### config.mk
export PLATFORM = sky130hd
export DESIGN_NAME = cpir_div_pipe
export DESIGN_NICKNAME = d
export VERILOG_FILES = /design/src/rtl/cpir_pkg.sv /design/src/rtl/cpir_div_pipe.sv
export SDC_FILE = /design/constraint.sdc
export NUM_CORES = 2
export LEC_CHECK = 0
export BUFFER_PORTS_ARGS = -buffer_cell sky130_fd_sc_hd__buf_2
export CORE_UTILIZATION = 41
export DETAILED_ROUTE_END_ITERATION = 8
export PLACE_DENSITY = 0.53
export SLEW_MARGIN = 40
export SYNTH_ARGS = -nofsm -noshare
export SYNTH_HDL_FRONTEND = slang
export SYNTH_SLANG_ARGS = --single-unit
### constraint.sdc
create_clock -name clk -period 9.8 [get_ports clk]
set_input_delay 1.47 -clock clk [delete_from_list [all_inputs] [get_ports clk]]
set_output_delay 1.47 -clock clk [all_outputs]
set_load 0.01 [all_outputs]
### src/rtl/cpir_pkg.sv
// ----------------------------------------------------------------------------
// cpir_pkg: shared types, widths and helpers
// Item layouts, pipeline sideband, contact codes and the scale/saturate helper
// used across the circle pair impulse resolve unit.
// ----------------------------------------------------------------------------
package cpir_pkg;

    localparam int FRAC_W   = 16;           // Q16.16 fraction bits
    localparam int VAL_W    = 32;           // signed Q16.16 words
    localparam int MAG_W    = 31;           // unsigned radius and inverse masses
    localparam int BNC_W    = 18;           // restitution sum, Q1.17
    localparam int IMS_W    = MAG_W + 1;    // inverse mass sum
    localparam int SQ_W     = 2 * VAL_W;    // squared distance
    localparam int ROOT_W   = SQ_W / 2;     // distance
    localparam int QUO_W    = FRAC_W + 1;   // normal and share quotients, at most 1.0
    localparam int DNUM_W   = VAL_W + FRAC_W;
    localparam int NRM_W    = QUO_W + 1;    // signed normal component
    localparam int PROD_W   = 55;           // widest signed product fed to scale_sat
    localparam int KB_W     = BNC_W + 1;    // 1 + e scaled by 2^17
    localparam int SQRT_LAT = ROOT_W;
    localparam int DIV_LAT  = QUO_W;
    localparam int TAIL_LAT = 9;

    // 1.0 + e is (RESTIT_BASE + bounce_total) / RESTIT_BASE
    localparam logic [KB_W-1:0] RESTIT_BASE = KB_W'(131072);

    localparam logic [1:0] KIND_NONE  = 2'd0;
    localparam logic [1:0] KIND_SHIFT = 2'd1;
    localparam logic [1:0] KIND_FULL  = 2'd2;

    typedef struct packed {
        logic signed [VAL_W-1:0] offset_x;
        logic signed [VAL_W-1:0] offset_y;
        logic signed [VAL_W-1:0] rel_vel_x;
        logic signed [VAL_W-1:0] rel_vel_y;
        logic        [MAG_W-1:0] radius_total;
        logic        [MAG_W-1:0] inv_mass_a;
        logic        [MAG_W-1:0] inv_mass_b;
        logic        [BNC_W-1:0] bounce_total;
        logic                    static_a;
        logic                    static_b;
    } pair_t;

    typedef struct packed {
        logic signed [VAL_W-1:0] a_shift_x;
        logic signed [VAL_W-1:0] a_shift_y;
        logic signed [VAL_W-1:0] b_shift_x;
        logic signed [VAL_W-1:0] b_shift_y;
        logic signed [VAL_W-1:0] a_dvel_x;
        logic signed [VAL_W-1:0] a_dvel_y;
        logic signed [VAL_W-1:0] b_dvel_x;
        logic signed [VAL_W-1:0] b_dvel_y;
        logic        [1:0]       contact_kind;
    } result_t;

    // sideband carried alongside the square root and the dividers
    typedef struct packed {
        logic                    kill;
        logic        [VAL_W-1:0] adx;
        logic        [VAL_W-1:0] ady;
        logic                    dx_neg;
        logic                    dy_neg;
        logic signed [VAL_W-1:0] vx;
        logic signed [VAL_W-1:0] vy;
        logic        [MAG_W-1:0] rad;
        logic        [MAG_W-1:0] ima;
        logic        [MAG_W-1:0] imb;
        logic        [IMS_W-1:0] ims;
        logic        [BNC_W-1:0] bounce;
        logic                    sa;
        logic                    sb;
        logic       [ROOT_W-1:0] root_len;
    } pipe_t;

    // p / 65536 truncated toward zero, optionally negated, saturated to 32 bits
    function automatic logic signed [VAL_W-1:0] scale_sat(
        input logic signed [PROD_W-1:0] p,
        input logic                     neg
    );
        logic signed [PROD_W-FRAC_W:0] q;
        logic signed [VAL_W-1:0]       r;
        q = {p[PROD_W-1], p[PROD_W-1:FRAC_W]};
        if (p[PROD_W-1] && (p[FRAC_W-1:0] != '0))
        begin
            q = q + (PROD_W-FRAC_W+1)'(1);
        end
        if (neg)
        begin
            q = -q;
        end
        if (q > $signed((PROD_W-FRAC_W+1)'(32'h7fff_ffff)))
        begin
            r = 32'sh7fff_ffff;
        end
        else if (q < -$signed((PROD_W-FRAC_W+1)'(33'h0_8000_0000)))
        begin
            r = 32'sh8000_0000;
        end
        else
        begin
            r = q[VAL_W-1:0];
        end
        return r;
    endfunction

endpackage

### src/rtl/cpir_div_pipe.sv
// ----------------------------------------------------------------------------
// cpir_div_pipe: pipelined restoring divider
// One quotient bit per stage; the quotient must fit QUO_W bits.
// ----------------------------------------------------------------------------
module cpir_div_pipe import cpir_pkg::*;
#(
    parameter int NUM_W = DNUM_W,
    parameter int DEN_W = ROOT_W,
    parameter int QW    = QUO_W
)
(
    input  logic             clk,
    input  logic             en,
    input  logic [NUM_W-1:0] num,
    input  logic [DEN_W-1:0] den,
    output logic [QW-1:0]    quo
);

    localparam int CW = ((NUM_W > DEN_W + QW - 1) ? NUM_W : DEN_W + QW - 1) + 1;

    logic [CW-1:0]    rem_reg [QW];
    logic [DEN_W-1:0] den_reg [QW];
    logic [QW-1:0]    quo_reg [QW];

    for (genvar g = 0; g < QW; g++)
    begin : g_stage
        logic [CW-1:0]    rem_in;
        logic [DEN_W-1:0] den_in;
        logic [QW-1:0]    quo_in;
        logic [CW-1:0]    trial;
        logic             ge;
        logic [CW-1:0]    rem_next;
        logic [QW-1:0]    quo_next;

        if (g == 0)
        begin : g_first
            assign rem_in = CW'(num);
            assign den_in = den;
            assign quo_in = '0;
        end
        else
        begin : g_rest
            assign rem_in = rem_reg[g-1];
            assign den_in = den_reg[g-1];
            assign quo_in = quo_reg[g-1];
        end

        always_comb
        begin
            trial    = CW'(den_in) << (QW - 1 - g);
            ge       = (rem_in >= trial);
            rem_next = ge ? (rem_in - trial) : rem_in;
            quo_next = {quo_in[QW-2:0], ge};
        end

        always_ff @(posedge clk)
        begin
            if (en)
            begin
                rem_reg[g] <= rem_next;
                den_reg[g] <= den_in;
                quo_reg[g] <= quo_next;
            end
        end
    end

    assign quo = quo_reg[QW-1];

endmodule

Yosys cells after proc, flatten, opt, wreduce, memory -nomap -nowiden
Memory sizes are Yosys's and may differ from the RTL's. Index checks and enable logic that the tools add are counted.

Word-level logic and storage cells: 56. Memory bits (writable): 1666. Bits of input ports: 82. Register bits after elaboration: 0. Memories kept: 3.

Memories: rem_reg (depth 17, width 49, read ports 16, clocked after memory_dff 0, wr ports 17, RTL line cpir_div_pipe.sv:21) `logic [CW-1:0] rem_reg [QW];`; den_reg (depth 17, width 32, read ports 16, clocked after memory_dff 0, wr ports 17, RTL line cpir_div_pipe.sv:22) `logic [DEN_W-1:0] den_reg [QW];`; quo_reg (depth 17, width 17, read ports 17, clocked after memory_dff 0, wr ports 17, RTL line cpir_div_pipe.sv:23) `logic [QW-1:0] quo_reg [QW];`.

Magnitude comparators: 17. Multiplexer cells: 19. $add $sub $neg: 17.

Operators by type and width (number): 2-to-1 mux 49 bit (17); greater-or-equal comparator 49 x 32 -> 1 bit (1); greater-or-equal comparator 49 x 33 -> 1 bit (1); greater-or-equal comparator 49 x 34 -> 1 bit (1); greater-or-equal comparator 49 x 35 -> 1 bit (1); greater-or-equal comparator 49 x 36 -> 1 bit (1); greater-or-equal comparator 49 x 37 -> 1 bit (1); greater-or-equal comparator 49 x 38 -> 1 bit (1); greater-or-equal comparator 49 x 39 -> 1 bit (1); greater-or-equal comparator 49 x 40 -> 1 bit (1); greater-or-equal comparator 49 x 41 -> 1 bit (1); greater-or-equal comparator 49 x 42 -> 1 bit (1); greater-or-equal comparator 49 x 43 -> 1 bit (1); greater-or-equal comparator 49 x 44 -> 1 bit (1); greater-or-equal comparator 49 x 45 -> 1 bit (1); greater-or-equal comparator 49 x 46 -> 1 bit (1); greater-or-equal comparator 49 x 47 -> 1 bit (1); subtractor 48 x 48 -> 49 bit (1); subtractor 49 x 32 -> 49 bit (1); subtractor 49 x 33 -> 49 bit (1); subtractor 49 x 34 -> 49 bit (1); subtractor 49 x 35 -> 49 bit (1); subtractor 49 x 36 -> 49 bit (1); subtractor 49 x 37 -> 49 bit (1); other kinds (12) (13).

Logic depth before layout (Yosys ltp)
An unclocked memory read counts as a cell.

Depth after elaboration: 3. Depth in mapped cells: 16.

Worst setup path after synthesis
Ideal clock, no wire load.

Path type: input-to-reg. Start point: input port den[1]. End point: memory rem_reg[0][28] (netlist bit), data pin. Arrival time: 4.066 ns. Stages: 13. Path buffers: 1. Required time: 9.540 ns. Slack: 5.474 ns. Cells stage by stage: inv_1 > ha_1 > nor2b_1 > o31a_1 > o31a_1 > o21ai_0 > a211oi_1 > o211ai_1 > a21oi_1 > o31ai_1 > nand2_1 > clkbuf_1 > mux2_2.

RTL lines: start: declaration (RTL line cpir_div_pipe.sv:15) `input logic [DEN_W-1:0] den,`; end: declaration (RTL line cpir_div_pipe.sv:21).

==> results.toml <==
[grt]
grt_max_degree = 138
first_global_vias = 57400
grtUsageMet1_pct = 17.4
use_met2_pct = 38.0
grt-busiest-layer = "met2"
grt_usage_pct = 19.0
antenna_found_initial = 0
gr-total-overflow = 0
use_met3_pct = 2.38
grt_pass1_wl_um = 301000

[final_layout]
largest_reg_flops = 784
post-route-cell-area_um2 = 90800
final_layout_size_suffix_gt1_share_pct = 7.14
area_growth_pct = 11.2
fill_cells = 18000
fin_nets = 8214
regArea_um2 = 43500
multi_input_area_um2 = 34900
final_cells = 10400

[clock_tree]
cts_tree = "built"
cts.sinks = 1449
worstSkewPairLatency_ns = 0.83
cts_max_level = 4
postCtsSetupBuffers = 0
cts_root_buffer = "clkbuf_16"
ctsResizeCount = 0
postCtsHoldBufs = 0
numCtsBuffers = 171
clk_transition_reported_paths_ns = 0.06
clock_path_buffers = 3

[sta]
clock_skew_ns = 0.0336
fmax_mhz = 194
rsz0062_at_grt = "no"
fin_crit_ns = 5.16
worstMarginPinSlew_ns = 0.876
finalHoldViolCount = 0
setup-tns-final_ns = 0
timing.hold.ws_ns = 0.396
final-max-slew-violation-count = 0
slew_headroom_pct = 41.0
period_share_pct = 52.6
setup_viol = 0

[yosys]
syn_area_um2 = 81700
synth.net_count = 8135
synthFlopType = "edfxtp_1"
ys_async_sr_fraction_pct = 0
synth_warnings = 0
seq_area_frac_synth_pct = 53.3
yosys.area.top_type = "edfxtp_1"
synth_edf_count = 1449
ys_top_cells_by_area = "edfxtp_1, ha_1, a21oi_1"
ys_ff_latch = 1449
synth_cell_types = 91
yosysTopAreaCellShare_pct = 53.3
syn_area_per_cell_um2 = 10.9
synthCells = 7493

[pwr]
leakage_nw = 35.7
pwr-share-seq_pct = 36.7
p_int_mw = 16.9
power.density_nw_per_um2 = 294
power_mw = 26.7
pwr-share-comb_pct = 40.2
p_switching_mw = 9.73
vdd.ir_drop.worst_mv = 0.176
swShare_pct = 36.5
power_frac_clock_pct = 23.1

[die]
start_util_pct = 41.3
ios = 99
core-area_um2 = 198000
rows = 163
die_height_um = 448
fp.dieW_um = 448
die_area_um2 = 201000

[drt]
routed_wl_um = 192000
ant_nets = 0
wl_per_cell_um = 18.6
drtIter0Drc = 2950
viasPerCell = 5.31
drcViolationCount = 0
vias = 55000
firstDrtPassIters = 6

[min_path]
min_to = "quo_reg[0][210]$_DFFE_PP_"
worstHoldPathType = "reg -> reg"
whs_path_depth = 0
hold_start = "quo_reg[0][192]$_DFFE_PP_"

[critical_path]
arrival_ns = 5.69
critical_path.top_delay_family = "compound AO/OA/AOI/OAI gates"
cp.required_ns = 10.33
endpoint_kind = "register"
cp_max_fo = 65
r2r_start = "den_reg[0][384]$_DFFE_PP_"
cp_slowest_cell = "o41ai_1"
max_stage_delay_ns = 0.82
critPathKind = "reg -> reg"
r2r_end = "rem_reg[0][681]$_DFFE_PP_"
cp_cell_sequence = "ha_1, fa_1, nand2b_1, a211oi_1, o221ai_1, a21o_1, o41ai_1, o2111ai_1, a31oi_1, nor2b_4, buf_4, nand4bb_1, nor4_1, xor2_1"
reg2reg_depth = 14
critPathLaunchType = "register"
rrSetupSlack_ns = 4.64
cp_num_buf_inv = 1

[placed_design]
dp_cells = 10000
place_area_um2 = 85300
gp_congestion = 0.898
dp.final_hpwl_um = 148000
port_buffers = 98

[outcome]
run_status = "finished, final reports clean"

[job]
maxCapViolations = 0
==> synth_stat cells (19+ instances only) <==
cell	count
edfxtp_1	1449
inv_1	679
a21oi_1	629
nand2_1	620
ha_1	544
o21ai_0	518
nor2_1	445
xnor2_1	309
a21o_1	307
xor2_1	262
clkbuf_1	188
nand3_1	136
nor3_1	123
nand4_1	112
mux2_2	82
nor2b_1	79
nand2b_1	72
nor4_1	71
o21bai_1	67
a31oi_1	63
o21a_1	61
o31ai_1	57
and3_1	51
a211oi_1	47
o211ai_1	36
or3_1	36
buf_2	34
and2_1	33
or4_1	22
nor4b_1	19
or2_2	19
==> logic make-up after synthesis <==
kind of cell,synth area share [%]
AND/OR/NAND/NOR,11.3
multiplexers,1.20
buffers and inverters,4.29
flip-flops,53.3
XOR/XNOR,6.12
AO/OA/AOI/OAI,15.1
adder cells (fa/ha/maj),8.73
==> power by group through the flow <==
stage	Clock [mW]	Combinational [mW]	Sequential [mW]
floorplan	0	8.07	9.53
global placement	0	10.5	9.90
detailed placement	0	10.6	9.90
CTS	6.39	10.7	9.79
global route	6.58	11.9	9.96
finish	6.17	10.7	9.78
==> per-layer routing <==
metal	vias to the layer above	wire, µm
met4	0	14600
met2	1017	105000
met3	523	4810
met1	25800	67400
met5	-	0
li1	27700	-
==> worst register-to-register path, stage by stage, from the launching register on <==
cell       delay, ns
edfxtp_1        0.40
ha_1            0.23
fa_1            0.40
nand2b_1        0.18
a211oi_1        0.36
o221ai_1        0.30
a21o_1          0.28
o41ai_1         0.82
o2111ai_1       0.30
a31oi_1         0.42
nor2b_4         0.08
buf_4           0.30
nand4bb_1       0.33
nor4_1          0.38
xor2_1          0.11
==> cell type report <==
type,count,area share (%)
clock buffer,210,4.90
antenna,1,0.00276
inverter,680,2.81
sequential,1449,47.9
timing repair buffer,145,1.09
clock inverter,106,1.16
multi-input combinational,5125,38.5
tap,2640,3.64
==> worst max path at each step <==
stage | cells past startpoint | endpoint | startpoint
after detailed placement | 13 | rem_reg[0][23]$_DFFE_PP_ | den[1]
after floorplan | 13 | rem_reg[0][28]$_DFFE_PP_ | den[1]
after global placement | 13 | rem_reg[0][22]$_DFFE_PP_ | den[1]
after CTS | 14 | rem_reg[0][681]$_DFFE_PP_ | den_reg[0][384]$_DFFE_PP_
final | 14 | rem_reg[0][681]$_DFFE_PP_ | den_reg[0][384]$_DFFE_PP_
after global routing | 14 | rem_reg[0][681]$_DFFE_PP_ | den_reg[0][384]$_DFFE_PP_
==> layout by cell type (no fill, tap or decap), types with 19 or more instances in the layout <==
master,n
a21oi_1,629
nand4_1,112
buf_2,97
and3_1,51
inv_1,679
nor4_1,60
buf_4,35
or4_1,22
xnor2_1,309
o211ai_1,36
a31oi_1,62
nand3_1,136
clkinv_1,42
nor2_1,443
a21o_1,306
clkbuf_1,38
xor2_1,262
o21a_1,60
o21ai_0,517
edfxtp_1,1449
clkinv_2,25
or3_1,36
clkbuf_16,172
ha_1,544
mux2_2,82
and2_1,33
or2_2,19
nor3_1,117
nand2b_1,71
o21bai_1,66
nor2b_1,78
o31ai_1,56
nand2_1,619
a211oi_1,47
==> through the flow <==
stage	util, %	worst slack, ns
2_1_floorplan	-	5.47
3_3_place_gp	43.0	4.26
3_5_place_dp	43.1	4.53
4_1_cts	45.9	4.68
5_1_grt	45.9	4.38
6_report	45.9	4.64
Power figures use the tool's default switching activity.
