===== config.mk =====
export PLATFORM = sky130hd
export DESIGN_NAME = cpir_sqrt_pipe
export DESIGN_NICKNAME = d
export VERILOG_FILES = /design/src/rtl/cpir_pkg.sv /design/src/rtl/cpir_sqrt_pipe.sv
export SDC_FILE = /design/constraint.sdc
export NUM_CORES = 2
export LEC_CHECK = 0
export BUFFER_PORTS_ARGS = -buffer_cell sky130_fd_sc_hd__buf_2
export CORE_MARGIN = 4
export CORE_UTILIZATION = 64
export CTS_CLUSTER_DIAMETER = 120
export CTS_CLUSTER_SIZE = 30
export DETAILED_ROUTE_END_ITERATION = 10
export PLACE_DENSITY_LB_ADDON = 0.2
export SKIP_LAST_GASP = 1
export SYNTH_ARGS = -nofsm -noshare
export SYNTH_HDL_FRONTEND = slang
export SYNTH_MEMORY_MAX_BITS = 65536
export SYNTH_SLANG_ARGS = --single-unit

===== constraint.sdc =====
create_clock -name clk -period 4.3 [get_ports clk]
set_clock_uncertainty 0.15 [all_clocks]
set_input_delay 0.43 -clock clk [delete_from_list [all_inputs] [get_ports clk]]
set_output_delay 0.43 -clock clk [all_outputs]
set_load 0.02 [all_outputs]

===== src/rtl/cpir_pkg.sv =====
// ----------------------------------------------------------------------------
// cpir_pkg: shared types, widths and helpers
// Item layouts, pipeline sideband, contact codes and the scale/saturate helper
// used across the circle pair impulse resolve unit.
// ----------------------------------------------------------------------------
package cpir_pkg;

    localparam int FRAC_W   = 16;           // Q16.16 fraction bits
    localparam int VAL_W    = 32;           // signed Q16.16 words
    localparam int MAG_W    = 31;           // unsigned radius and inverse masses
    localparam int BNC_W    = 18;           // restitution sum, Q1.17
    localparam int IMS_W    = MAG_W + 1;    // inverse mass sum
    localparam int SQ_W     = 2 * VAL_W;    // squared distance
    localparam int ROOT_W   = SQ_W / 2;     // distance
    localparam int QUO_W    = FRAC_W + 1;   // normal and share quotients, at most 1.0
    localparam int DNUM_W   = VAL_W + FRAC_W;
    localparam int NRM_W    = QUO_W + 1;    // signed normal component
    localparam int PROD_W   = 55;           // widest signed product fed to scale_sat
    localparam int KB_W     = BNC_W + 1;    // 1 + e scaled by 2^17
    localparam int SQRT_LAT = ROOT_W;
    localparam int DIV_LAT  = QUO_W;
    localparam int TAIL_LAT = 9;

    // 1.0 + e is (RESTIT_BASE + bounce_total) / RESTIT_BASE
    localparam logic [KB_W-1:0] RESTIT_BASE = KB_W'(131072);

    localparam logic [1:0] KIND_NONE  = 2'd0;
    localparam logic [1:0] KIND_SHIFT = 2'd1;
    localparam logic [1:0] KIND_FULL  = 2'd2;

    typedef struct packed {
        logic signed [VAL_W-1:0] offset_x;
        logic signed [VAL_W-1:0] offset_y;
        logic signed [VAL_W-1:0] rel_vel_x;
        logic signed [VAL_W-1:0] rel_vel_y;
        logic        [MAG_W-1:0] radius_total;
        logic        [MAG_W-1:0] inv_mass_a;
        logic        [MAG_W-1:0] inv_mass_b;
        logic        [BNC_W-1:0] bounce_total;
        logic                    static_a;
        logic                    static_b;
    } pair_t;

    typedef struct packed {
        logic signed [VAL_W-1:0] a_shift_x;
        logic signed [VAL_W-1:0] a_shift_y;
        logic signed [VAL_W-1:0] b_shift_x;
        logic signed [VAL_W-1:0] b_shift_y;
        logic signed [VAL_W-1:0] a_dvel_x;
        logic signed [VAL_W-1:0] a_dvel_y;
        logic signed [VAL_W-1:0] b_dvel_x;
        logic signed [VAL_W-1:0] b_dvel_y;
        logic        [1:0]       contact_kind;
    } result_t;

    // sideband carried alongside the square root and the dividers
    typedef struct packed {
        logic                    kill;
        logic        [VAL_W-1:0] adx;
        logic        [VAL_W-1:0] ady;
        logic                    dx_neg;
        logic                    dy_neg;
        logic signed [VAL_W-1:0] vx;
        logic signed [VAL_W-1:0] vy;
        logic        [MAG_W-1:0] rad;
        logic        [MAG_W-1:0] ima;
        logic        [MAG_W-1:0] imb;
        logic        [IMS_W-1:0] ims;
        logic        [BNC_W-1:0] bounce;
        logic                    sa;
        logic                    sb;
        logic       [ROOT_W-1:0] root_len;
    } pipe_t;

    // p / 65536 truncated toward zero, optionally negated, saturated to 32 bits
    function automatic logic signed [VAL_W-1:0] scale_sat(
        input logic signed [PROD_W-1:0] p,
        input logic                     neg
    );
        logic signed [PROD_W-FRAC_W:0] q;
        logic signed [VAL_W-1:0]       r;
        q = {p[PROD_W-1], p[PROD_W-1:FRAC_W]};
        if (p[PROD_W-1] && (p[FRAC_W-1:0] != '0))
        begin
            q = q + (PROD_W-FRAC_W+1)'(1);
        end
        if (neg)
        begin
            q = -q;
        end
        if (q > $signed((PROD_W-FRAC_W+1)'(32'h7fff_ffff)))
        begin
            r = 32'sh7fff_ffff;
        end
        else if (q < -$signed((PROD_W-FRAC_W+1)'(33'h0_8000_0000)))
        begin
            r = 32'sh8000_0000;
        end
        else
        begin
            r = q[VAL_W-1:0];
        end
        return r;
    endfunction

endpackage


===== src/rtl/cpir_sqrt_pipe.sv =====
// ----------------------------------------------------------------------------
// cpir_sqrt_pipe: pipelined integer square root
// One root bit per stage, floor of the square root of a 64 bit radicand.
// ----------------------------------------------------------------------------
module cpir_sqrt_pipe import cpir_pkg::*;
(
    input  logic              clk,
    input  logic              en,
    input  logic [SQ_W-1:0]   radicand,
    output logic [ROOT_W-1:0] root
);

    localparam int REM_W = ROOT_W + 3;

    logic [SQ_W-1:0]   val_reg  [ROOT_W];
    logic [REM_W-1:0]  rem_reg  [ROOT_W];
    logic [ROOT_W-1:0] root_reg [ROOT_W];

    for (genvar g = 0; g < ROOT_W; g++)
    begin : g_stage
        logic [SQ_W-1:0]   val_in;
        logic [REM_W-1:0]  rem_in;
        logic [ROOT_W-1:0] root_in;
        logic [REM_W-1:0]  r_try;
        logic [REM_W-1:0]  t_try;
        logic              ge;
        logic [SQ_W-1:0]   val_next;
        logic [REM_W-1:0]  rem_next;
        logic [ROOT_W-1:0] root_next;

        if (g == 0)
        begin : g_first
            assign val_in  = radicand;
            assign rem_in  = '0;
            assign root_in = '0;
        end
        else
        begin : g_rest
            assign val_in  = val_reg[g-1];
            assign rem_in  = rem_reg[g-1];
            assign root_in = root_reg[g-1];
        end

        // bring down two bits, try (root << 2) | 1
        always_comb
        begin
            r_try     = {rem_in[REM_W-3:0], val_in[SQ_W-1:SQ_W-2]};
            t_try     = {1'b0, root_in, 2'b01};
            ge        = (r_try >= t_try);
            rem_next  = ge ? (r_try - t_try) : r_try;
            root_next = {root_in[ROOT_W-2:0], ge};
            val_next  = {val_in[SQ_W-3:0], 2'b00};
        end

        always_ff @(posedge clk)
        begin
            if (en)
            begin
                val_reg[g]  <= val_next;
                rem_reg[g]  <= rem_next;
                root_reg[g] <= root_next;
            end
        end
    end

    assign root = root_reg[ROOT_W-1];

endmodule


# Word level (Yosys, flattened, before mapping)
# Memory sizes are Yosys's and may differ from the RTL's.
# Cells that the tools add are included.
dict set report word_totals {
  reg_bits 0
  ramBits 4128
  in_bits 66
  output_inout_bits 32
  word_cells 101
  memories 3
}
# memory words word_bits read_ports rd_clocked_by_memory_dff wr line
set mem_list {}
lappend mem_list {val_reg 32 62 31 0 32 cpir_sqrt_pipe.sv:15} ;# logic [SQ_W-1:0] val_reg [ROOT_W];
lappend mem_list {rem_reg 32 35 31 0 32 cpir_sqrt_pipe.sv:16} ;# logic [REM_W-1:0] rem_reg [ROOT_W];
lappend mem_list {root_reg 32 32 32 0 32 cpir_sqrt_pipe.sv:17} ;# logic [ROOT_W-1:0] root_reg [ROOT_W];
dict set report op_classes {
  addsub 32
  n_lt_le_gt_ge 32
  n_mux 34
}
# cell n
set ops {}
lappend ops {{$mux 35} 32}
lappend ops {{$ge 35x34->1} 31}
lappend ops {{$sub 35x34->35} 31}
lappend ops {{$sub 2x1->3 const B} 1}
lappend ops {{$ge 2x1->1 const B} 1}
lappend ops {{$mux 1} 2}

# Longest topological paths before layout
# An unclocked memory read counts as a cell.
dict set report logic_depth {
  depth_word 3
  mapped_depth 14
  ltp_nobuf 12
}

# Least setup slack after synthesis
# OpenSTA, ideal clock, no wires.
dict set report synth_path {
  path_type {register to register}
  from {memory rem_reg[7][10] in the netlist's numbering}
  to {memory rem_reg[8][30] in the netlist's numbering, data pin}
  setup_time_ns 0.266
  t_arrival_ns 3.138
  required_ns 3.884
  slack_ns 0.746
  path_stages_with_launch 12
  n_path_buf 1
  synth_period_minus_slack_ns 3.554
  cell_sequence {edfxtp_1 > or4_4 > or3_4 > or4_4 > or4_1 > and4_1 > and4_4 > inv_2 > o211ai_2 > buf_6 > nor4_4 > xor2_1}
}
# element line
set synth_rtl {}
lappend synth_rtl {{start: declaration} cpir_sqrt_pipe.sv:16}

==> results.yml <==
floorplan:
  io_pins: 98
  floorplan.initialDensity: 0.644
  core_area_um2: 181000
  floorplan.die_area_um2: 189000
  die_x_um: 434
  die_y_um: 434
  num_rows: 156
cells_and_area:
  final_cell_count_no_fill: 11600
  nets: 9823
  layout-drive-gt1-share: 0.0564
  area_occupied_by_multi_input_gates_um2: 38200
  largest_register_ffs: 992
  nFillCells: 12700
  final-seq-area_um2: 74900
  postLayoutCellArea_um2: 124000
  layout_area_growth_over_synthesis_pct: 6.26
place:
  dp.cells: 11400
  io_buffers: 97
  post_place_instance_area_um2: 121000
  dp_hpwl_mm: 170
  place_congestion: 0.937
routing:
  post-route-drc-count: 0
  dr_total_vias: 69500
  first_pass_iters: 6
  final_routed_wirelength_mm: 233
  postRouteAntennaNets: 0
  viasPerCell: 6.01
  detail_route.iter0.violations: 5833
  routed_wire_length_per_instance_um: 20.2
timing:
  hold_viol_final: 0
  hold-worst-slack_ns: 0.213
  layout_min_cycle_time_ns: 4.03
  finalCritPeriodShare: 0.936
  fmax_ghz: 0.248
  grt_setup_unrepaired: "false"
  max_slew_margin: 0.230
  timing_worst_slew_pin_value_ns: 1.15
  final.setup.tns_ns: 0
  timing.final.max_slew_violations: 0
  setup_failing_eps_final: 0
logic_synthesis:
  synth.top_cell.area_share: 0.643
  synth_enable_flop_cells: 2494
  synth.cells.most_frequent: "edfxtp_1, inv_1, nand2_1"
  sequential_to_total_area_share_from_yosys_stat: 0.643
  synth-xor-area-share: 0.0595
  synth_area_um2: 116000
  post_synth_main_area_contributors: "edfxtp_1, ha_1, xor2_1, xnor2_1, inv_1"
  yosys_most_used_dff: "edfxtp_1"
  yosys.area_share.adder: 0.0603
  synthesis.instances: 8997
  syn_area_per_cell_um2: 12.9
  synth_seq_cells: 2494
  synthArstFlopShare: 0
  yosys.cell_types.count: 88
  synth.net_count: 9624
  post-synth-top-count-cell: "edfxtp_1"
  post-synth-top-area-cell: "edfxtp_1"
  synth_compound_area_frac: 0.0984
  largest_family_of_logic_cells_by_synthesized_area: "simple AND/OR/NAND/NOR gates"
  muxShareOfSynthArea: 0.00986
  synth.yosys.warnings: 0
  synth_simple_gate_area_frac: 0.0993
hold_path:
  worstHoldStart: "radicand[48]"
  worst_hold_path_type: "input port to flip-flop"
  worst_hold_path.endpoint: "val_reg[0][48]"
  min_delay_path_depth: 2
clock_network:
  cts_setup_buffers: 0
  clk_path_buf_depth: 3
  tritoncts: "yes"
  path_clk_slew_ns: 0.12
  clk-insertion-delay-late_ns: 0.78
  h_tree_depth: 3
  clock-sinks: 2494
  cts_inserted_buffers: 93
  cts_root_buf: "clkbuf_16"
grt:
  grt_max_degree: 123
  track_usage: 0.246
  grt_pass1_vias: 67900
  wire_length_of_the_first_global_routing_pass_mm: 368
  antenna_found_initial: 2
  grt-ovfl-total: 0
worst_setup_path:
  setup.reg_to_reg.worst_slack_ns: 0.27
  path_depth: 12
  timing.setup.critical_path_class: "flip-flop to flip-flop"
  crit_path_max_incr_delay_ns: 0.67
  cp_data_arrival_time_ns: 4.50
  critPathMaxFanout: 5
  critPathMostFrequentCell: "o21ai_0"
  setup.worst_path.end_class: "flip-flop"
  critical_path.reg2reg.endpoint: "rem_reg[23][28]"
  worst_path_dominant_cell_family: "compound AO/OA/AOI/OAI gates"
  critPathRequiredTime_ns: 4.78
  rr_worst_depth: 12
  crit_path_top_delay_cell: "a2111oi_0"
  crit_buf_inv: 2
  cp-start-kind: "flip-flop"
  crit-reg2reg-launch: "root_reg[22][0]"
  worstPathCellList: "inv_1 -> ha_1 -> nor2b_1 -> o21ai_0 -> nand2b_1 -> a211oi_1 -> a21oi_1 -> o21ai_0 -> o21ai_0 -> a2111oi_0 -> buf_4 -> xor2_1"
pwr:
  finalPower_mw: 58.4
  swShare: 0.298
  internal_power_mw: 41.0
  p_comb_frac: 0.251
  total_leakage_power_nw: 46.9
  total_power_density_per_cell_area_nw_per_um2: 472
  power.clock.fraction: 0.186
  p_seq_frac: 0.563
  net-switching-power_mw: 17.4
  ir_worst_vdd_mv: 0.439
run:
  max_cap_viol_count: 0
run_status:
  status: "finished clean"
worst reg2reg max path, stage by stage, from the launching register on:
cell and delay, ns:
edfxtp_1 0.49, inv_1 0.07, ha_1 0.34, nor2b_1 0.16
o21ai_0 0.15, nand2b_1 0.14, a211oi_1 0.48, a21oi_1 0.24
o21ai_0 0.33, o21ai_0 0.26, a2111oi_0 0.67, buf_4 0.22
xor2_1 0.17
repair_timing:
| item | 4_1_cts | 5_1_grt |
|---|---|---|
| setup endpoints to repair | 0 | 7 |
| hold buffers | 66 | 0 |
| hold endpoints to repair | 68 | 0 |
| resized for setup | 0 | 0 |
per-layer routing:
layer / global-route usage / share of wire / vias to the layer above
met1: 0.330 / 0.42 / 33900
met3: 0.0224 / 0.040 / 400
li1: - / - / 33600
met4: 0.0838 / 0.035 / 0
met5: 0 / 0 / -
met2: 0.427 / 0.50 / 1654
cell families (layout without fill, tap and decap cells):
| group | count (synthesis) | count (layout) |
|---|---|---|
| flip-flops | 2494 | 2494 |
| AND/OR/NAND/NOR | 2302 | 2302 |
| AO/OA/AOI/OAI | 1843 | 1844 |
| buffers and inverters | 902 | 1110 |
| XOR/XNOR | 791 | 791 |
| adder cells (fa/ha/maj) | 561 | 561 |
| multiplexers | 103 | 103 |
| other | 1 | 2 |
per-stage QoR:
step / setup slack, ns / utilization
2_1_floorplan: 0.746 / -
3_3_place_gp: 0.409 / 0.667
3_5_place_dp: 0.326 / 0.667
4_1_cts: 0.302 / 0.684
5_1_grt: 0.00134 / 0.684
6_report: 0.274 / 0.684
worst max-delay path by stage:
stage                          startpoint         endpoint  slack (ns)
after floorplan            rem_reg[7][10]   rem_reg[8][30]        0.75
after global placement    root_reg[27][1]   rem_reg[28][8]        0.41
after detailed placement   rem_reg[25][0]   rem_reg[26][5]        0.33
after CTS                  rem_reg[25][0]  rem_reg[26][14]        0.30
after global routing      root_reg[22][0]  rem_reg[23][28]       0.001
final                     root_reg[22][0]  rem_reg[23][28]        0.27
final cells by class:
cell class                      count  area share
Sequential cell                  2494       0.606
Multi-Input combinational cell   5602       0.309
Tap cell                         2370      0.0240
Inverter                          718      0.0218
Timing Repair Buffer              287      0.0196
Clock buffer                       98      0.0195
Clock inverter                      7    0.000577
Antenna cell                        1   0.0000202
cell usage in the layout (no fill, tap or decap), types with 32 or more instances in the layout:
cell type	synthesis	final
edfxtp_1	2494	2494
inv_1	717	717
nand2_1	582	582
ha_1	561	561
a21oi_1	536	533
nor2_1	516	516
o21ai_0	496	496
xor2_1	400	400
xnor2_1	391	391
a21o_1	245	245
nor3_1	226	224
nand3_1	141	141
nor4_1	125	125
nand2b_1	107	107
nand4_1	106	106
or3_1	104	104
o21a_1	102	101
buf_4	0	97
clkbuf_16	0	96
buf_2	6	96
mux2_2	93	93
nor2b_1	78	78
or4_1	70	70
dlygate4sd3_1	0	66
and3_1	64	64
o31ai_1	64	63
a31oi_1	60	58
o21bai_1	56	56
or2_2	49	49
a211oi_1	50	48
and2_1	32	32
power by group through the flow:
stage | Combinational, mW | Sequential, mW | Clock, mW
6_report | 14.6 | 32.9 | 10.9
5_1_grt | 16.3 | 33.2 | 12.1
4_1_cts | 14.5 | 32.9 | 11.2
3_5_place_dp | 14.4 | 33.5 | 0
3_3_place_gp | 14.1 | 33.4 | 0
2_1_floorplan | 10.7 | 32.4 | 0
(Power assumes the default switching activity.)
